`src/rtl/drd_pkg.sv`:
```
`timescale 1ns / 1ps
// shared widths, queue item type and saturation helpers for the dead reckoning unit
// no dependencies

package drd_pkg;

   localparam int SAMPLE_W = 16;
   localparam int ACC_W    = 17;
   localparam int VEL_W    = 40;
   localparam int POS_W    = 48;
   localparam int STEP_W   = 16;
   localparam int FRAC_W   = 16;
   localparam int AMAG_W   = 17;
   localparam int VMAG_W   = 41;

   localparam logic [STEP_W-1:0] STEP_RESET = 16'd6554;

   typedef struct packed {
      logic signed [ACC_W-1:0] acc_x;
      logic signed [ACC_W-1:0] acc_y;
      logic signed [ACC_W-1:0] acc_z;
      logic                    clear;
   } item_type;

   function automatic logic signed [VEL_W-1:0] sat_vel(input logic signed [VEL_W+1:0] x);
      if (x[VEL_W+1:VEL_W-1] == 3'b000 || x[VEL_W+1:VEL_W-1] == 3'b111) begin
         return x[VEL_W-1:0];
      end else if (x[VEL_W+1]) begin
         return {1'b1, {(VEL_W-1){1'b0}}};
      end else begin
         return {1'b0, {(VEL_W-1){1'b1}}};
      end
   endfunction

   function automatic logic signed [POS_W-1:0] sat_pos(input logic signed [POS_W:0] x);
      if (x[POS_W] == x[POS_W-1]) begin
         return x[POS_W-1:0];
      end else if (x[POS_W]) begin
         return {1'b1, {(POS_W-1){1'b0}}};
      end else begin
         return {1'b0, {(POS_W-1){1'b1}}};
      end
   endfunction

endpackage

```
`src/rtl/drd_queue.sv`:
```
`timescale 1ns / 1ps
// two-entry queue between the front and the back
// depends on drd_pkg

module drd_queue import drd_pkg::*; (
   input  logic     clock,
   input  logic     reset,
   input  logic     push,
   input  item_type push_item,
   output logic     full,
   input  logic     pop,
   output item_type pop_item,
   output logic     not_empty
);

   item_type   slot_ff [2];
   logic       wr_ptr_ff, wr_ptr_in;
   logic       rd_ptr_ff, rd_ptr_in;
   logic [1:0] count_ff, count_in;

   assign full      = (count_ff == 2'd2);
   assign not_empty = (count_ff != 2'd0);
   assign pop_item  = slot_ff[rd_ptr_ff];

   always_comb begin
      wr_ptr_in = push ? ~wr_ptr_ff : wr_ptr_ff;
      rd_ptr_in = pop ? ~rd_ptr_ff : rd_ptr_ff;
      count_in  = count_ff;
      if (push && !pop) begin
         count_in = count_ff + 2'd1;
      end else if (pop && !push) begin
         count_in = count_ff - 2'd1;
      end
   end

   always_ff @(posedge clock) begin
      if (reset) begin
         wr_ptr_ff <= 1'b0;
         rd_ptr_ff <= 1'b0;
         count_ff  <= 2'd0;
      end else begin
         wr_ptr_ff <= wr_ptr_in;
         rd_ptr_ff <= rd_ptr_in;
         count_ff  <= count_in;
      end
   end

   always_ff @(posedge clock) begin
      if (push) begin
         slot_ff[wr_ptr_ff] <= push_item;
      end
   end

endmodule

```
`src/rtl/drd_front.sv`:
```
`timescale 1ns / 1ps
// input side: reference capture and relative acceleration per transaction
// depends on drd_pkg, feeds drd_queue

module drd_front import drd_pkg::*; (
   input  logic                       clock,
   input  logic                       reset,
   input  logic                       req_valid,
   output logic                       req_ready,
   input  logic signed [SAMPLE_W-1:0] req_sample_x,
   input  logic signed [SAMPLE_W-1:0] req_sample_y,
   input  logic signed [SAMPLE_W-1:0] req_sample_z,
   input  logic                       req_restart,
   output logic                       push,
   output item_type                   push_item,
   input  logic                       q_full
);

   logic signed [SAMPLE_W-1:0] ref_x_ff, ref_y_ff, ref_z_ff;
   logic                       ref_valid_ff;
   logic                       capture;

   assign req_ready = !q_full;
   assign push      = req_valid && req_ready;
   assign capture   = req_restart || !ref_valid_ff;

   always_comb begin
      push_item.clear = capture;
      if (capture) begin
         push_item.acc_x = '0;
         push_item.acc_y = '0;
         push_item.acc_z = '0;
      end else begin
         push_item.acc_x = {req_sample_x[SAMPLE_W-1], req_sample_x}
                         - {ref_x_ff[SAMPLE_W-1], ref_x_ff};
         push_item.acc_y = {req_sample_y[SAMPLE_W-1], req_sample_y}
                         - {ref_y_ff[SAMPLE_W-1], ref_y_ff};
         push_item.acc_z = {req_sample_z[SAMPLE_W-1], req_sample_z}
                         - {ref_z_ff[SAMPLE_W-1], ref_z_ff};
      end
   end

   always_ff @(posedge clock) begin
      if (reset) begin
         ref_valid_ff <= 1'b0;
         ref_x_ff     <= '0;
         ref_y_ff     <= '0;
         ref_z_ff     <= '0;
      end else if (push && capture) begin
         ref_valid_ff <= 1'b1;
         ref_x_ff     <= req_sample_x;
         ref_y_ff     <= req_sample_y;
         ref_z_ff     <= req_sample_z;
      end
   end

endmodule

```
`src/rtl/drd_isqrt.sv`:
```
`timescale 1ns / 1ps
// restoring integer square root, one root bit per cycle
// depends on nothing

module drd_isqrt #(
   parameter int ROOT_W = 17
) (
   input  logic                  clock,
   input  logic                  reset,
   input  logic                  start,
   input  logic [2*ROOT_W-1:0]   radicand,
   output logic                  busy,
   output logic [ROOT_W-1:0]     root
);

   localparam int CNT_W = $clog2(ROOT_W + 1);

   logic [2*ROOT_W-1:0] rad_ff;
   logic [ROOT_W+1:0]   rem_ff, rem_in;
   logic [ROOT_W-1:0]   root_ff, root_in;
   logic [CNT_W-1:0]    cnt_ff;
   logic [ROOT_W+3:0]   rem_sh, trial;

   assign busy = (cnt_ff != '0);
   assign root = root_ff;

   always_comb begin
      rem_sh = {rem_ff, rad_ff[2*ROOT_W-1 -: 2]};
      trial  = {2'b00, root_ff, 2'b01};
      if (rem_sh >= trial) begin
         rem_in  = rem_sh[ROOT_W+1:0] - trial[ROOT_W+1:0];
         root_in = {root_ff[ROOT_W-2:0], 1'b1};
      end else begin
         rem_in  = rem_sh[ROOT_W+1:0];
         root_in = {root_ff[ROOT_W-2:0], 1'b0};
      end
   end

   always_ff @(posedge clock) begin
      if (reset) begin
         cnt_ff <= '0;
      end else if (start) begin
         cnt_ff <= CNT_W'(ROOT_W);
      end else if (busy) begin
         cnt_ff <= cnt_ff - CNT_W'(1);
      end
   end

   always_ff @(posedge clock) begin
      if (start) begin
         rad_ff  <= radicand;
         rem_ff  <= '0;
         root_ff <= '0;
      end else if (busy) begin
         rad_ff  <= {rad_ff[2*ROOT_W-3:0], 2'b00};
         rem_ff  <= rem_in;
         root_ff <= root_in;
      end
   end

endmodule

```
`src/rtl/drd_back.sv`:
```
`timescale 1ns / 1ps
// execution side: integration, squared magnitudes, roots and result register
// depends on drd_pkg and drd_isqrt

module drd_back import drd_pkg::*; (
   input  logic                     clock,
   input  logic                     reset,
   input  logic [STEP_W-1:0]        time_step,
   input  logic                     q_not_empty,
   input  item_type                 q_item,
   output logic                     pop,
   output logic                     rsp_valid,
   input  logic                     rsp_ready,
   output logic signed [ACC_W-1:0]  rsp_acc_x,
   output logic signed [ACC_W-1:0]  rsp_acc_y,
   output logic signed [ACC_W-1:0]  rsp_acc_z,
   output logic [AMAG_W-1:0]        rsp_acc_mag,
   output logic signed [VEL_W-1:0]  rsp_vel_x,
   output logic signed [VEL_W-1:0]  rsp_vel_y,
   output logic signed [VEL_W-1:0]  rsp_vel_z,
   output logic [VMAG_W-1:0]        rsp_vel_mag,
   output logic signed [POS_W-1:0]  rsp_pos_x,
   output logic signed [POS_W-1:0]  rsp_pos_y,
   output logic signed [POS_W-1:0]  rsp_pos_z
);

   localparam logic [2:0] ST_IDLE  = 3'd0;
   localparam logic [2:0] ST_ISSUE = 3'd1;
   localparam logic [2:0] ST_ADD   = 3'd2;
   localparam logic [2:0] ST_START = 3'd3;
   localparam logic [2:0] ST_ROOT  = 3'd4;
   localparam logic [2:0] ST_DONE  = 3'd5;

   localparam logic [2:0] OP_DV   = 3'd0;
   localparam logic [2:0] OP_DP   = 3'd1;
   localparam logic [2:0] OP_SQA  = 3'd2;
   localparam logic [2:0] OP_SQV0 = 3'd3;
   localparam logic [2:0] OP_SQV1 = 3'd4;
   localparam logic [2:0] OP_SQV2 = 3'd5;

   localparam logic [1:0] AX_LAST = 2'd2;

   localparam int PROD_W = VEL_W + ACC_W + 1;
   localparam int DP_W   = PROD_W - FRAC_W;
   localparam int SQP_W  = VEL_W + STEP_W;
   localparam int ASQ_W  = 2 * AMAG_W;
   localparam int VSQ_W  = 2 * VMAG_W;

   logic [2:0] state_ff, state_in;
   logic [2:0] op_ff, op_in;
   logic [1:0] ax_ff, ax_in;

   item_type                   cur_ff;
   logic signed [VEL_W-1:0]    vel_ff [3];
   logic signed [POS_W-1:0]    pos_ff [3];
   logic signed [PROD_W-1:0]   prod_ff;
   logic [ASQ_W-1:0]           acc_sq_ff;
   logic [VSQ_W-1:0]           vel_sq_ff;

   logic signed [ACC_W-1:0]    acc_sel;
   logic signed [VEL_W-1:0]    vel_sel;
   logic signed [POS_W-1:0]    pos_sel;
   logic [VEL_W-1:0]           vabs;
   logic [3*STEP_W-1:0]        vabs_ext;
   logic signed [VEL_W:0]      mul_a;
   logic signed [ACC_W-1:0]    mul_b;
   logic signed [VEL_W+1:0]    vsum;
   logic signed [PROD_W-1:0]   rnd;
   logic signed [DP_W-1:0]     dp;
   logic signed [POS_W:0]      psum;
   logic [VSQ_W-1:0]           sq_base, sq_add;

   logic                       sqrt_start, acc_busy, vel_busy, out_load;
   logic [AMAG_W-1:0]          acc_root;
   logic [VMAG_W-1:0]          vel_root;

   logic                       rsp_valid_ff;
   logic signed [ACC_W-1:0]    out_acc_ff [3];
   logic signed [VEL_W-1:0]    out_vel_ff [3];
   logic signed [POS_W-1:0]    out_pos_ff [3];
   logic [AMAG_W-1:0]          out_amag_ff;
   logic [VMAG_W-1:0]          out_vmag_ff;

   assign pop        = (state_ff == ST_IDLE) && q_not_empty;
   assign sqrt_start = (state_ff == ST_START);
   assign out_load   = (state_ff == ST_DONE) && (!rsp_valid_ff || rsp_ready);

   always_comb begin
      state_in = state_ff;
      op_in    = op_ff;
      ax_in    = ax_ff;
      unique case (state_ff)
         ST_IDLE: begin
            if (q_not_empty) begin
               state_in = ST_ISSUE;
               op_in    = OP_DV;
               ax_in    = 2'd0;
            end
         end
         ST_ISSUE: state_in = ST_ADD;
         ST_ADD: begin
            if (op_ff == OP_SQV2) begin
               op_in = OP_DV;
               if (ax_ff == AX_LAST) begin
                  state_in = ST_START;
               end else begin
                  ax_in    = ax_ff + 2'd1;
                  state_in = ST_ISSUE;
               end
            end else begin
               op_in    = op_ff + 3'd1;
               state_in = ST_ISSUE;
            end
         end
         ST_START: state_in = ST_ROOT;
         ST_ROOT: begin
            if (!acc_busy && !vel_busy) begin
               state_in = ST_DONE;
            end
         end
         ST_DONE: begin
            if (out_load) begin
               state_in = ST_IDLE;
            end
         end
         default: state_in = ST_IDLE;
      endcase
   end

   always_ff @(posedge clock) begin
      if (reset) begin
         state_ff <= ST_IDLE;
         op_ff    <= OP_DV;
         ax_ff    <= 2'd0;
      end else begin
         state_ff <= state_in;
         op_ff    <= op_in;
         ax_ff    <= ax_in;
      end
   end

   // operand selection for the shared multiplier
   always_comb begin
      unique case (ax_ff)
         2'd0:    acc_sel = cur_ff.acc_x;
         2'd1:    acc_sel = cur_ff.acc_y;
         default: acc_sel = cur_ff.acc_z;
      endcase
      vel_sel  = vel_ff[ax_ff];
      pos_sel  = pos_ff[ax_ff];
      vabs     = vel_sel[VEL_W-1] ? (~vel_sel + 1'b1) : vel_sel;
      vabs_ext = {{(3*STEP_W-VEL_W){1'b0}}, vabs};
      unique case (op_ff)
         OP_DV: begin
            mul_a = {{(VEL_W+1-ACC_W){acc_sel[ACC_W-1]}}, acc_sel};
            mul_b = {1'b0, time_step};
         end
         OP_DP: begin
            mul_a = {vel_sel[VEL_W-1], vel_sel};
            mul_b = {1'b0, time_step};
         end
         OP_SQA: begin
            mul_a = {{(VEL_W+1-ACC_W){acc_sel[ACC_W-1]}}, acc_sel};
            mul_b = acc_sel;
         end
         OP_SQV0: begin
            mul_a = {1'b0, vabs};
            mul_b = {1'b0, vabs_ext[STEP_W-1:0]};
         end
         OP_SQV1: begin
            mul_a = {1'b0, vabs};
            mul_b = {1'b0, vabs_ext[2*STEP_W-1:STEP_W]};
         end
         default: begin
            mul_a = {1'b0, vabs};
            mul_b = {1'b0, vabs_ext[3*STEP_W-1:2*STEP_W]};
         end
      endcase
   end

   // accumulate side of each step
   always_comb begin
      vsum    = {{2{vel_sel[VEL_W-1]}}, vel_sel} + prod_ff[VEL_W+1:0];
      rnd     = prod_ff + PROD_W'(1 << (FRAC_W - 1));
      dp      = rnd[PROD_W-1:FRAC_W];
      psum    = {pos_sel[POS_W-1], pos_sel} + {{(POS_W+1-DP_W){dp[DP_W-1]}}, dp};
      sq_base = {{(VSQ_W-SQP_W){1'b0}}, prod_ff[SQP_W-1:0]};
      unique case (op_ff)
         OP_SQV1: sq_add = sq_base << STEP_W;
         OP_SQV2: sq_add = sq_base << (2 * STEP_W);
         default: sq_add = sq_base;
      endcase
   end

   always_ff @(posedge clock) begin
      if (pop) begin
         cur_ff    <= q_item;
         acc_sq_ff <= '0;
         vel_sq_ff <= '0;
         if (q_item.clear) begin
            for (int i = 0; i < 3; i++) begin
               vel_ff[i] <= '0;
               pos_ff[i] <= '0;
            end
         end
      end
      if (state_ff == ST_ISSUE) begin
         prod_ff <= mul_a * mul_b;
      end
      if (state_ff == ST_ADD) begin
         unique case (op_ff)
            OP_DV:   vel_ff[ax_ff] <= sat_vel(vsum);
            OP_DP:   pos_ff[ax_ff] <= sat_pos(psum);
            OP_SQA:  acc_sq_ff     <= acc_sq_ff + prod_ff[ASQ_W-1:0];
            default: vel_sq_ff     <= vel_sq_ff + sq_add;
         endcase
      end
   end

   drd_isqrt #(.ROOT_W(AMAG_W)) u_acc_root (
      .clock    (clock),
      .reset    (reset),
      .start    (sqrt_start),
      .radicand (acc_sq_ff),
      .busy     (acc_busy),
      .root     (acc_root)
   );

   drd_isqrt #(.ROOT_W(VMAG_W)) u_vel_root (
      .clock    (clock),
      .reset    (reset),
      .start    (sqrt_start),
      .radicand (vel_sq_ff),
      .busy     (vel_busy),
      .root     (vel_root)
   );

   // result register
   always_ff @(posedge clock) begin
      if (reset) begin
         rsp_valid_ff <= 1'b0;
      end else if (out_load) begin
         rsp_valid_ff <= 1'b1;
      end else if (rsp_ready) begin
         rsp_valid_ff <= 1'b0;
      end
   end

   always_ff @(posedge clock) begin
      if (out_load) begin
         out_acc_ff[0] <= cur_ff.acc_x;
         out_acc_ff[1] <= cur_ff.acc_y;
         out_acc_ff[2] <= cur_ff.acc_z;
         for (int i = 0; i < 3; i++) begin
            out_vel_ff[i] <= vel_ff[i];
            out_pos_ff[i] <= pos_ff[i];
         end
         out_amag_ff <= acc_root;
         out_vmag_ff <= vel_root;
      end
   end

   assign rsp_valid   = rsp_valid_ff;
   assign rsp_acc_x   = out_acc_ff[0];
   assign rsp_acc_y   = out_acc_ff[1];
   assign rsp_acc_z   = out_acc_ff[2];
   assign rsp_acc_mag = out_amag_ff;
   assign rsp_vel_x   = out_vel_ff[0];
   assign rsp_vel_y   = out_vel_ff[1];
   assign rsp_vel_z   = out_vel_ff[2];
   assign rsp_vel_mag = out_vmag_ff;
   assign rsp_pos_x   = out_pos_ff[0];
   assign rsp_pos_y   = out_pos_ff[1];
   assign rsp_pos_z   = out_pos_ff[2];

`ifndef SYNTHESIS
   a_pop_nonempty: assert property (@(posedge clock) disable iff (reset)
      pop |-> q_not_empty)
      else $error("pop from empty queue");

   a_done_roots: assert property (@(posedge clock) disable iff (reset)
      (state_ff == ST_DONE) |-> (!acc_busy && !vel_busy))
      else $error("result taken while a root is still running");

   a_root_busy: assert property (@(posedge clock) disable iff (reset)
      (state_ff == ST_START) |=> (acc_busy && vel_busy))
      else $error("root units did not start");

   a_load_slot: assert property (@(posedge clock) disable iff (reset)
      out_load |-> (!rsp_valid_ff || rsp_ready))
      else $error("result overwritten before it was taken");
`endif

endmodule

```
`src/rtl/accel_dead_reckoning_unit.sv`:
```
`timescale 1ns / 1ps
// accelerometer dead reckoning unit, top level
// depends on drd_pkg, drd_front, drd_queue, drd_back
//
// usage:
//   req_ channel carries one 3-axis sample per transaction; req_restart (or the
//   first transaction after reset) captures the sample as reference and clears
//   velocity and position, so that transaction returns all zeros
//   rsp_ channel returns one result per transaction: relative acceleration,
//   velocity and position per axis (16 fraction bits on velocity and position)
//   and floored root magnitudes of acceleration and velocity
//   csr_wr_en / csr_wr_data write the Q0.16 time step (reset 6554); write it
//   only while no transaction is in flight
// sequence:
//   the back end pops a transaction, runs a sequencer over one shared 41x17
//   multiplier, starts the two bit-serial root units and waits for them,
//   then loads the result register
//   the back end pops the next transaction only after that load; the front
//   keeps accepting into a two-entry queue while the back end is busy
// reset: synchronous, clears the reference, queue, sequencer and result valid
// stall: a result held in the result register does not block the next
//   computation; only the next result load waits for rsp_ready

module accel_dead_reckoning_unit import drd_pkg::*; (
   input  logic                       clock,
   input  logic                       reset,
   input  logic                       csr_wr_en,
   input  logic [STEP_W-1:0]          csr_wr_data,
   input  logic                       req_valid,
   output logic                       req_ready,
   input  logic signed [SAMPLE_W-1:0] req_sample_x,
   input  logic signed [SAMPLE_W-1:0] req_sample_y,
   input  logic signed [SAMPLE_W-1:0] req_sample_z,
   input  logic                       req_restart,
   output logic                       rsp_valid,
   input  logic                       rsp_ready,
   output logic signed [ACC_W-1:0]    rsp_acc_x,
   output logic signed [ACC_W-1:0]    rsp_acc_y,
   output logic signed [ACC_W-1:0]    rsp_acc_z,
   output logic [AMAG_W-1:0]          rsp_acc_mag,
   output logic signed [VEL_W-1:0]    rsp_vel_x,
   output logic signed [VEL_W-1:0]    rsp_vel_y,
   output logic signed [VEL_W-1:0]    rsp_vel_z,
   output logic [VMAG_W-1:0]          rsp_vel_mag,
   output logic signed [POS_W-1:0]    rsp_pos_x,
   output logic signed [POS_W-1:0]    rsp_pos_y,
   output logic signed [POS_W-1:0]    rsp_pos_z
);

   logic [STEP_W-1:0] time_step_ff;
   logic              push, q_full, pop, q_not_empty;
   item_type          push_item, pop_item;

   always_ff @(posedge clock) begin
      if (reset) begin
         time_step_ff <= STEP_RESET;
      end else if (csr_wr_en) begin
         time_step_ff <= csr_wr_data;
      end
   end

   drd_front u_front (
      .clock        (clock),
      .reset        (reset),
      .req_valid    (req_valid),
      .req_ready    (req_ready),
      .req_sample_x (req_sample_x),
      .req_sample_y (req_sample_y),
      .req_sample_z (req_sample_z),
      .req_restart  (req_restart),
      .push         (push),
      .push_item    (push_item),
      .q_full       (q_full)
   );

   drd_queue u_queue (
      .clock     (clock),
      .reset     (reset),
      .push      (push),
      .push_item (push_item),
      .full      (q_full),
      .pop       (pop),
      .pop_item  (pop_item),
      .not_empty (q_not_empty)
   );

   drd_back u_back (
      .clock       (clock),
      .reset       (reset),
      .time_step   (time_step_ff),
      .q_not_empty (q_not_empty),
      .q_item      (pop_item),
      .pop         (pop),
      .rsp_valid   (rsp_valid),
      .rsp_ready   (rsp_ready),
      .rsp_acc_x   (rsp_acc_x),
      .rsp_acc_y   (rsp_acc_y),
      .rsp_acc_z   (rsp_acc_z),
      .rsp_acc_mag (rsp_acc_mag),
      .rsp_vel_x   (rsp_vel_x),
      .rsp_vel_y   (rsp_vel_y),
      .rsp_vel_z   (rsp_vel_z),
      .rsp_vel_mag (rsp_vel_mag),
      .rsp_pos_x   (rsp_pos_x),
      .rsp_pos_y   (rsp_pos_y),
      .rsp_pos_z   (rsp_pos_z)
   );

endmodule

```
`config.mk`:
```
export PLATFORM = sky130hd
export DESIGN_NAME = accel_dead_reckoning_unit
export DESIGN_NICKNAME = d
export VERILOG_FILES = /design/src/rtl/drd_pkg.sv /design/src/rtl/drd_queue.sv /design/src/rtl/drd_front.sv /design/src/rtl/drd_isqrt.sv /design/src/rtl/drd_back.sv /design/src/rtl/accel_dead_reckoning_unit.sv
export SDC_FILE = /design/constraint.sdc
export NUM_CORES = 2
export LEC_CHECK = 0
export BUFFER_PORTS_ARGS = -buffer_cell sky130_fd_sc_hd__clkbuf_2
export CORE_ASPECT_RATIO = 0.75
export CORE_UTILIZATION = 53
export DETAILED_ROUTE_END_ITERATION = 7
export PLACE_DENSITY = 0.66
export SLEW_MARGIN = 20
export SYNTH_ARGS = -nofsm -noshare
export SYNTH_HDL_FRONTEND = slang
export SYNTH_SLANG_ARGS = --single-unit
```
`constraint.sdc`:
```
create_clock -name clock -period 20.1 [get_ports clock]
set_input_delay 2.01 -clock clock [delete_from_list [all_inputs] [get_ports clock]]
set_output_delay 2.01 -clock clock [all_outputs]
set_load 0.03 [all_outputs]
```
==> results.toml <==
[run_status]
outcome = "finished, final reports clean"

[synth]
synth.top_cell.area_share_pct = 33.99
synth_cell_types = 92
synth.area.top_cells = "edfxtp_1 (34%), fa_1 (14%), dfxtp_1 (7.1%)"
synth.yosys.seq_area_share_pct = 41.05
ys.flop_type = "edfxtp_1"
synthCells = 9198
syn_avg_cell_area_um2 = 10.12
synth.cell_area_um2 = 93110
synthTopCellsByCount = "nand2_1 (1376), edfxtp_1 (1054), inv_1 (955)"
ys_ff_latch = 1382
yosysMostFrequentCell = "nand2_1"
yosys_warnings = 0
yosysTopAreaCell = "edfxtp_1"
ys_async_sr_fraction_pct = 0
synth-edff-count = 1054

[routing]
vias = 71890
vias_per_cell = 5.991
firstDrtPassIters = 8
drc_errors = 0
wirelength_mm = 300.1
drt-initial-drc-count = 7664
wl_per_cell_um = 25.01
ant_nets = 0

[timing]
slew_headroom_pct = 21.78
slew_viol_final = 0
finalHoldViolCount = 0
fin_setup_tns_ns = 0
fin_crit_ns = 11.69
finalSetupViolCount = 0
rsz0062_at_grt = "no"
fin_skew_ns = 0.07008
worst_slew_pin_slew_ns = 1.173
setup_ws_ns = 8.407
fmax_ghz = 0.08552
fin_crit_sh_pct = 58.17

[floorplanning]
die_y_um = 365.0
ios = 445
core-area_um2 = 173600
die_w_um = 486.0
start_util_pct = 53.64
placementRows = 132
die-area_um2 = 177400

[setup_path]
crit_path_max_incr_delay_ns = 0.90
required_ns = 20.63
critPathKind = "register to register"
endpoint_kind = "register"
cp-start-kind = "register"
r2r_cells = 34
cp.arrival_ns = 12.22
worst-path-max-fanout = 34
timing.rr.end = "u_back.prod_ff[47]$_DFFE_PP_"
worst-path-buf-inv = 5
critPathSlowestCell = "o21ai_2"
critPathTopFamily = "adder cells"
path_common_cell = "fa_1"
r2r_setup_slack_ns = 8.41

[clock_network]
cts-resized-gates = 0
cts.sinks = 1382
path_clk_slew_ns = 0.06
clockBufferDepth = 3
cts_root_buf = "clkbuf_16"
post_cts.repair.setup_buffers = 0
hold_buffers = 0
cts_tree = "yes"
clk_latency_ns = 0.80
htree_levels = 4
numCtsBuffers = 144

[layout]
nets = 10720
syn2layout_area_growth_pct = 10.82
final_cells = 12000
nFillCells = 14790
drive_gt1_share_pct = 11.27
post-route-util_pct = 59.44

[place]
place_inst = 11720
place_ws_ns = 8.383
io_buffers = 444
gp_congestion = 0.9885
hpwlAfterDp_mm = 217.1

[grt]
grt_usage_pct = 33.56
grt_pass1_vias = 69710
grt_max_degree = 217
antenna_found_initial = 26
overflow = 0
grt_pass1_wl_mm = 444.8

[min_path]
hold_class = "register to register"
min_to = "u_back.out_pos_ff[0][54]$_DFFE_PP_"
hp-start = "u_back.pos_ff[1][6]$_SDFFCE_PN0P_"
hold_depth = 0

[flow_run]
cap_violations = 0
==> cell families (layout without fill, tap and decap cells) <==
| family | after synthesis | in the layout | share of synthesized area [%] |
|---|---|---|---|
| buffers and inverters | 1399 | 1821 | 5.727 |
| AO/OA/AOI/OAI | 1889 | 1889 | 12.51 |
| XOR/XNOR | 386 | 386 | 3.639 |
| other | 2 | 37 | 0.008066 |
| multiplexers | 193 | 193 | 3.318 |
| AND/OR/NAND/NOR | 2815 | 2815 | 13.22 |
| flip-flops | 1382 | 1382 | 41.05 |
| adder cells (fa/ha/maj) | 1132 | 1132 | 20.53 |
==> worst max-delay path by stage <==
stage	end	cells past startpoint	slack, ns	from
after floorplan	u_back.out_acc_ff[0][0]$_DFFE_PP_	2	1.53	rsp_ready
after global placement	u_back.prod_ff[47]$_DFFE_PP_	34	8.42	register
after detailed placement	u_back.prod_ff[47]$_DFFE_PP_	34	8.38	register
after CTS	u_back.prod_ff[47]$_DFFE_PP_	34	8.35	register
after global routing	u_back.prod_ff[47]$_DFFE_PP_	37	8.01	register
final	u_back.prod_ff[47]$_DFFE_PP_	34	8.41	register
==> cells in the final DEF (no fill, tap or decap), types with 101 or more instances in the layout <==
master | synthesis | routed
nor2b_1 | 111 | 110
clkbuf_2 | 0 | 443
nor3_1 | 102 | 101
xnor2_1 | 228 | 228
dfxtp_1 | 328 | 324
clkbuf_16 | 0 | 147
xor2_1 | 157 | 156
nand2_1 | 1376 | 1365
edfxtp_1 | 1054 | 1054
and2_1 | 103 | 102
buf_4 | 3 | 144
nor2_1 | 684 | 671
ha_1 | 458 | 458
a21o_1 | 204 | 203
o21ai_0 | 547 | 545
fa_1 | 663 | 663
inv_1 | 955 | 955
a21oi_1 | 547 | 544
==> area by class of cell <==
class	instances	area [um2]	area share, %
diodes	13	32.53	0.03153
multi-input cells	6439	50030	48.49
repair buffers	589	3329	3.227
well taps	2345	2934	2.844
flip-flops and latches	1382	38230	37.05
inverters	968	3633	3.522
clock buffers	185	3871	3.752
clock inverters	79	1121	1.087
==> stage by stage <==
step	area (um2)	hold WS, ns
floorplan	93190	0.4204
global placement	98110	0.4318
detailed placement	98120	0.4304
CTS	103100	0.4156
global route	103200	0.4277
finish	103200	0.4197
==> layer usage <==
| metal | up-vias | routed length (um) | track usage (%) |
|---|---|---|---|
| met2 | 3566 | 128600 | 49.57 |
| met1 | 35600 | 128400 | 48.12 |
| met4 | 6 | 13240 | 13.46 |
| met5 | - | 41 | 0 |
| met3 | 628 | 29800 | 7.319 |
| li1 | 32090 | - | - |
==> registers in the layout, summed over array words and instances, names as in the netlist, 17 cells and up, named ones only <==
name,count
u_back.vel_ff,160
u_back.prod_ff,58
u_back.out_acc_ff,51
u_back.u_vel_root.root,41
u_back.u_vel_root.rem_ff,43
u_back.rsp_acc_mag,17
u_back.u_vel_root.rad_ff,82
u_back.pos_ff,192
u_back.u_acc_root.root,17
u_back.rsp_vel_mag,41
u_back.cur_ff,51
u_back.u_acc_root.rad_ff,34
u_back.acc_sq_ff,34
u_back.out_pos_ff,144
u_back.u_acc_root.rem_ff,19
u_back.out_vel_ff,120
u_back.vel_sq_ff,82
u_queue.slot_ff,104
Power is left out: the tool's default activity adds up to more than one toggle a clock period on the data nets, which glitch-free logic cannot reach.
